==> src/rtl/fbtu_pkg.sv <==
package fbtu_pkg;

    localparam int unsigned CODE_W     = 5;
    localparam int unsigned WORD_W     = 16;
    localparam int unsigned CHAR_W     = 8;
    localparam int unsigned LEN_W      = 16;
    localparam int unsigned CODES_PER  = 3;
    localparam int unsigned CNT_W      = 2;

    localparam logic [CODE_W-1:0] CODE_SPACE  = 5'h00;
    localparam logic [CODE_W-1:0] CODE_ESCAPE = 5'h1e;
    localparam logic [CODE_W-1:0] PUNCT_COUNT = 5'd23;
    localparam logic [CHAR_W-1:0] SPACE_CHAR    = 8'h20;
    localparam logic [CHAR_W-1:0] LETTER_OFFSET = 8'h60;
    localparam logic [CHAR_W-1:0] BAD_CHAR      = 8'h00;
    localparam logic [LEN_W-1:0]  LEN_RESET     = 16'd1;

    // Decoder state carried from one word to the next.
    typedef struct packed {
        logic             esc;
        logic             finished;
        logic [LEN_W-1:0] remaining;
    } t_state;

    // One decoded character with its flags.
    typedef struct packed {
        logic [CHAR_W-1:0] ch;
        logic              last;
        logic              bad;
    } t_item;

    // Punctuation table selected by an escape index below PUNCT_COUNT.
    function automatic logic [CHAR_W-1:0] punct_char(input logic [CODE_W-1:0] idx);
        logic [CHAR_W-1:0] c;
        case (idx)
            5'd0:    c = 8'h00;
            5'd1:    c = 8'h09;
            5'd2:    c = 8'h0a;
            5'd3:    c = 8'h21;
            5'd4:    c = 8'h22;
            5'd5:    c = 8'h28;
            5'd6:    c = 8'h29;
            5'd7:    c = 8'h2c;
            5'd8:    c = 8'h2d;
            5'd9:    c = 8'h2e;
            5'd10:   c = 8'h2f;
            5'd11:   c = 8'h3a;
            5'd12:   c = 8'h43;
            5'd13:   c = 8'h46;
            5'd14:   c = 8'h47;
            5'd15:   c = 8'h48;
            5'd16:   c = 8'h49;
            5'd17:   c = 8'h53;
            5'd18:   c = 8'h54;
            5'd19:   c = 8'h59;
            5'd20:   c = 8'h5b;
            5'd21:   c = 8'h5d;
            5'd22:   c = 8'h5f;
            default: c = BAD_CHAR;
        endcase
        return c;
    endfunction

endpackage

==> src/rtl/fbtu_decode.sv <==
module fbtu_decode
    import fbtu_pkg::*;
(
    input  logic [WORD_W-1:0] i_word,
    input  t_state            i_state,
    output t_state            o_state,
    output t_item             o_items [CODES_PER],
    output logic [CNT_W-1:0]  o_count
);

    // Walk the three codes in order, packing emitted characters from slot 0 up.
    always_comb begin
        t_state            st;
        logic [CODE_W-1:0] code;
        logic              emit;
        logic [CHAR_W-1:0] ch;
        logic              bad;
        logic [CNT_W-1:0]  idx;
        st   = i_state;
        idx  = '0;
        code = '0;
        emit = 1'b0;
        ch   = '0;
        bad  = 1'b0;
        for (int k = 0; k < CODES_PER; k++) begin
            o_items[k] = '0;
        end
        for (int k = 0; k < CODES_PER; k++) begin
            code = i_word[CODE_W*(CODES_PER-1-k) +: CODE_W];
            emit = 1'b0;
            ch   = '0;
            bad  = 1'b0;
            if (!st.finished) begin
                if (st.esc) begin
                    st.esc = 1'b0;
                    emit   = 1'b1;
                    if (code < PUNCT_COUNT) begin
                        ch = punct_char(code);
                    end else begin
                        ch  = BAD_CHAR;
                        bad = 1'b1;
                    end
                end else if (code == CODE_ESCAPE) begin
                    st.esc = 1'b1;
                end else if (code == CODE_SPACE) begin
                    emit = 1'b1;
                    ch   = SPACE_CHAR;
                end else begin
                    emit = 1'b1;
                    ch   = {{(CHAR_W-CODE_W){1'b0}}, code} + LETTER_OFFSET;
                end
            end
            if (emit) begin
                st.remaining = st.remaining - 1'b1;
                if (st.remaining == '0) begin
                    st.finished = 1'b1;
                end
                o_items[idx].ch   = ch;
                o_items[idx].last = (st.remaining == '0);
                o_items[idx].bad  = bad;
                idx = idx + 1'b1;
            end
        end
        o_state = st;
        o_count = idx;
    end

endmodule

==> src/rtl/five_bit_text_unpacker.sv <==
// Five-bit text unpacker. Each input word carries three 5-bit codes (bits 14..10 first,
// bit 15 ignored) and is decoded in the cycle it is accepted into a three-entry result
// buffer, which drains one character per cycle while m_axis_tready is high. The next word
// is taken in the cycle the buffer's final character leaves, or when it is empty, so words
// yielding fewer characters go faster, down to one per cycle. Writing the message length
// restarts decoding; after the flagged last character all codes are dropped until the
// next write. Configuration must be written while idle; the block does not enforce it.
module five_bit_text_unpacker
    import fbtu_pkg::*;
(
    input  logic               i_clk,
    input  logic               i_rst_n,
    input  logic               i_cfg_wr_en,
    input  logic [LEN_W-1:0]   i_cfg_wr_data,  // message_length
    input  logic               s_axis_tvalid,
    output logic               s_axis_tready,
    input  logic [WORD_W-1:0]  s_axis_tdata,   // [15:0] packed_word
    output logic               m_axis_tvalid,
    input  logic               m_axis_tready,
    output logic [CHAR_W-1:0]  m_axis_tdata,   // [7:0] character
    output logic               m_axis_tlast,   // last_char
    output logic               m_axis_tuser    // [0] bad_index
);

    t_state           r_state;
    t_item            r_items [CODES_PER];
    logic [CNT_W-1:0] r_cnt;

    t_state           n_state;
    t_item            n_items [CODES_PER];
    logic [CNT_W-1:0] n_cnt;

    logic pop;
    logic accept;

    fbtu_decode u_decode (
        .i_word  (s_axis_tdata),
        .i_state (r_state),
        .o_state (n_state),
        .o_items (n_items),
        .o_count (n_cnt)
    );

    // Handshake: a new word enters once the buffer is empty or its final character leaves.
    assign pop           = m_axis_tvalid && m_axis_tready;
    assign s_axis_tready = (r_cnt == '0) || ((r_cnt == CNT_W'(1)) && pop);
    assign accept        = s_axis_tvalid && s_axis_tready;

    assign m_axis_tvalid = (r_cnt != '0);
    assign m_axis_tdata  = r_items[0].ch;
    assign m_axis_tlast  = r_items[0].last;
    assign m_axis_tuser  = r_items[0].bad;

    // Decoder state and buffer fill count.
    always_ff @(posedge i_clk) begin
        if (!i_rst_n) begin
            r_state.esc       <= 1'b0;
            r_state.finished  <= 1'b0;
            r_state.remaining <= LEN_RESET;
            r_cnt             <= '0;
        end else begin
            if (i_cfg_wr_en) begin
                r_state.esc       <= 1'b0;
                r_state.finished  <= (i_cfg_wr_data == '0);
                r_state.remaining <= i_cfg_wr_data;
            end else if (accept) begin
                r_state <= n_state;
            end
            if (accept) begin
                r_cnt <= n_cnt;
            end else if (pop) begin
                r_cnt <= r_cnt - 1'b1;
            end
        end
    end

    // Result buffer: load on a new word, otherwise shift towards slot 0 as characters leave.
    always_ff @(posedge i_clk) begin
        if (accept) begin
            for (int k = 0; k < CODES_PER; k++) begin
                r_items[k] <= n_items[k];
            end
        end else if (pop) begin
            for (int k = 0; k < CODES_PER-1; k++) begin
                r_items[k] <= r_items[k+1];
            end
        end
    end

endmodule
==> config.mk <==
export PLATFORM = sky130hd
export DESIGN_NAME = five_bit_text_unpacker
export DESIGN_NICKNAME = d
export VERILOG_FILES = /design/src/rtl/fbtu_pkg.sv /design/src/rtl/fbtu_decode.sv /design/src/rtl/five_bit_text_unpacker.sv
export SDC_FILE = /design/constraint.sdc
export NUM_CORES = 1
export LEC_CHECK = 0
export BUFFER_PORTS_ARGS = -buffer_cell sky130_fd_sc_hd__clkbuf_2
export CAP_MARGIN = 20
export CORE_ASPECT_RATIO = 0.8
export CORE_MARGIN = 8
export CORE_UTILIZATION = 53
export DETAILED_ROUTE_END_ITERATION = 8
export PLACE_DENSITY = 0.75
export SLEW_MARGIN = 30
export SYNTH_ARGS = -nofsm -noshare
export SYNTH_HDL_FRONTEND = slang
export SYNTH_SLANG_ARGS = --single-unit
==> constraint.sdc <==
create_clock -name i_clk -period 4.6 [get_ports i_clk]
set_input_delay 0 -clock i_clk [delete_from_list [all_inputs] [get_ports i_clk]]
set_output_delay 0 -clock i_clk [all_outputs]
set_load 0.1 [all_outputs]
==> impl_results.md <==
- Share of total power in the clock network: 11.1%
- Die Wd: 132 um
- Capturing element type of the critical path: flop
- Cell internal power dissipation: 1560 uW
- Number of design-rule violations left by the first detailed-router iteration: 819
- Logic depth of the worst path, buffers included: 15
- Sequential Power Share: 20.8%
- Fraction of the yosys area taken by sequential cells: 21.3%
- Most frequent cells in the layout: 79 x sky130_fd_sc_hd__nor2_1, 72 x sky130_fd_sc_hd__nand2_1, 56 x sky130_fd_sc_hd__buf_4
- Final Max Slew Viols: 0
- Slowest cell delay on critical path: 0.62 ns
- # placed instances: 955
- Cell type group with the largest total delay on the critical path: compound AO/OA/AOI/OAI gates
- Ys flop type: sky130_fd_sc_hd__edfxtp_1
- Data required time at the worst endpoint: 4.61 ns
- Number of placed I/O pins: 49
- CP Capture Point: r_items[0][1]
- Count of antenna-violating nets left after detailed routing: 0
- Fraction of power consumed by combinational cells: 68.0%
- Cell type of the slowest stage on the worst timing path: sky130_fd_sc_hd__a311oi_1
- Number of clock sinks seen by CTS: 47
- Mean instance size in the synthesized netlist: 7.40 um^2
- Maximum clock path buffer count: 2
- Die height: 109 um
- Reg-to-reg critical path startpoint: r_state[3]
- Clock slew at reported path FFs: 0.07 ns
- Worst setup path category: reg2reg
- Crit. Startpoint: r_state[3]
- Slew margin rel.: 39.5%
- Net Sw Power: 1750 uW
- Worst Hold Class: in2reg
- Most frequent standard cell in the layout excluding fill and tap cells: sky130_fd_sc_hd__nor2_1
- Share of final-layout standard cells stronger than drive strength 1: 17.4%
- TritonCTS clock tree: yes
- Library cell appearing most often on the critical path: sky130_fd_sc_hd__mux2_2
- Number of flops mapped to enable cells by yosys: 27
- Sw Ratio: 53.0%
- Total count of hold-check failures in the final report: 0
- Total number of placement rows: 33
- Vias per cell: 6.60
- Nets in the synthesized netlist: 833
- Startpoint type of the worst setup path: flop
- Number of cells traversed by the worst register-to-register path: 15
- Status: complete, no violations
- End of the worst register-to-register path: r_items[0][1]
- DR WL/cell: 19.2 um
- Area enclosed by the die boundary: 0.0143 mm^2
- Highest net fanout along the worst path: 6
- Area post-placement: 0.00625 mm^2
- Total gr overflow: 0
- Transition time of the tightest slew-check pin: 0.896 ns
- Final weighted congestion in routability-driven placement: 1.04
- Starting Density: 54.8%
- Final instance area: 0.00649 mm^2
- Minimum clock period: 4.42 ns
- Port buffer count: 46
- Count of max-cap constraint violations: 0
- Async set-or-reset flop fraction in the synthesized netlist: 0%
- Standby leakage power: 0.00258 uW
- Remaining DRCs: 0
- Diode insertion count for antenna repair: 0
- Number of nets in the finished design: 892
- Clk root buf: sky130_fd_sc_hd__clkbuf_16
- Maximum number of pins on one net before global-route repair: 28
- Final-layout setup total negative slack: 0 ns
- Number of buffers created by CTS: 5
- Post-CTS Setup Inserts: 0
- Initial antenna violation count: 0
- Share of the clock period used by the worst path after layout: 96.1%
- Number of synthesized register bits: 47
- Total number of H-tree levels: 2
- Data arrival, critical path: 4.43 ns
- First drt pass iteration count: 7
- Number of unique standard cell types used by synthesis: 90
- Critical path cell sequence: or4_4 > or3_1 > o31a_1 > o211ai_2 > and2_1 > inv_4 > mux2_2 > ha_1 > inv_2 > nor3b_1 > mux2_2 > a311oi_1 > a2111oi_4 > nand4_1 > a31oi_1
- Worst clock skew: 0.00897 ns
- Yosys warning count: 0
- Global-route wire length before repair: 29700 um
- Unrepaired setup endpoints after global routing: false
- Area added between synthesis and finish: 14.3%
- Worst setup slack for register-to-register paths: 0.18 ns
- Peak supply drop: 0.326 mV
- Number of global-route vias before repair: 5622
- Achievable frequency: 226 MHz
- Wire length after detailed routing: 18600 um
- Core ar.: 0.0104 mm^2
- Combined buffer and inverter count along the critical path: 2
- Overall global routing resource usage: 25.2%
- Latest clock arrival within the worst-skew pair: 0.29 ns
- Overall via count from detail_route: 6391
- Number of cells in the finished layout apart from fillers: 968
- Post-synthesis cell area: 0.00568 mm^2
- Count of final setup violators: 0
- Total power divided by cell area: 509 mW/mm^2
- Number of standard cells after synthesis: 768
- Final HPWL from detailed placement: 14600 um
==> per-stage QoR <==
stage          setup WS [ns]  hold WS, ns  total power (uW)  util [%]
2_1_floorplan         0.0157       0.0718              2280         -
3_3_place_gp           0.271        0.250              2810      60.3
3_5_place_dp           0.189        0.263              2860      60.3
4_1_cts                0.150      0.00164              3230      62.3
5_1_grt               0.0181      0.00430              3480      62.7
6_report               0.179      0.00298              3310      62.7
==> worst min-delay path by stage <==
stage | from | end | slack [ns] | depth (start not counted)
floorplan | i_rst_n | r_state[0] | 0.07 | 1
global placement | i_cfg_wr_data[2] | r_state[2] | 0.25 | 3
detailed placement | i_cfg_wr_data[2] | r_state[2] | 0.26 | 3
CTS | i_cfg_wr_data[0] | r_state[0] | 0.002 | 3
global route | i_cfg_wr_data[0] | r_state[0] | 0.004 | 3
finish | i_rst_n | r_state[0] | 0.003 | 2
==> logic make-up (layout without fill, tap and decap cells) <==
| logic type | Yosys count | after routing | synth area share (%) |
|---|---|---|---|
| simple gates | 325 | 325 | 29.2 |
| compound gates | 218 | 218 | 26.4 |
| buf+inv | 86 | 146 | 6.72 |
| xor+xnor | 51 | 51 | 8.00 |
| flops | 47 | 47 | 21.3 |
| fa+ha+maj | 28 | 28 | 6.17 |
| mux | 12 | 12 | 2.16 |
| other cells | 1 | 1 | 0.0660 |
==> worst register-to-register path, cell delays in order, from the launching register on <==
cell	delay [ns]
sky130_fd_sc_hd__dfxtp_1	0.31
sky130_fd_sc_hd__or4_4	0.58
sky130_fd_sc_hd__or3_1	0.36
sky130_fd_sc_hd__o31a_1	0.32
sky130_fd_sc_hd__o211ai_2	0.23
sky130_fd_sc_hd__and2_1	0.23
sky130_fd_sc_hd__inv_4	0.06
sky130_fd_sc_hd__mux2_2	0.30
sky130_fd_sc_hd__ha_1	0.26
sky130_fd_sc_hd__inv_2	0.13
sky130_fd_sc_hd__nor3b_1	0.06
sky130_fd_sc_hd__mux2_2	0.27
sky130_fd_sc_hd__a311oi_1	0.62
sky130_fd_sc_hd__a2111oi_4	0.16
sky130_fd_sc_hd__nand4_1	0.16
sky130_fd_sc_hd__a31oi_1	0.08
==> routing by layer <==
layer | vias up | wire (um) | global-route usage (%) | share of wire, %
li1 | 2961 | - | - | -
met1 | 2923 | 8160 | 36.7 | 44
met2 | 466 | 7440 | 35.8 | 40
met3 | 41 | 2670 | 6.44 | 14
met4 | 0 | 356 | 6.79 | 1.9
met5 | - | 0 | 0 | 0
==> layout make-up <==
cell class / instances / area (um^2)
clock buffers: 5 / 125
clock inverters: 3 / 27.5
fillers: 933 / 3870
inverters: 31 / 119
multi-input cells: 635 / 4140
flip-flops and latches: 47 / 1210
well taps: 140 / 175
repair buffers: 107 / 701
==> flip-flops by register name, indices dropped and copies added (netlist names) <==
name and count:
r_items 27, r_state 18, r_cnt 2
==> repair_timing <==
action,in CTS,in global routing
hold buffers,5,0
endpoints found under the setup margin,0,27
hold endpoints to repair,5,0
gates resized for setup,0,8
==> Yosys cell counts, drive strengths merged, types with 27 or more instances <==
cell type	number	share of area, %
xnor2	31	4.9
clkbuf	35	2.3
nand2	72	4.8
nor2	80	5.4
ha	28	6.2
nor3	27	2.4
o21ai	55	5.0
a21oi	41	3.6
edfxtp	27	14
nand3	33	3.0
inv	29	2.0
==> power groups by stage <==
stage / Clock (uW) / Combinational [uW] / Sequential (uW)
floorplan: 0 / 1540 / 738
global placement: 0 / 2120 / 689
detailed placement: 0 / 2160 / 695
CTS: 369 / 2180 / 688
global route: 386 / 2400 / 702
finish: 369 / 2250 / 689
No activity file was read; power rests on OpenSTA's default activity.
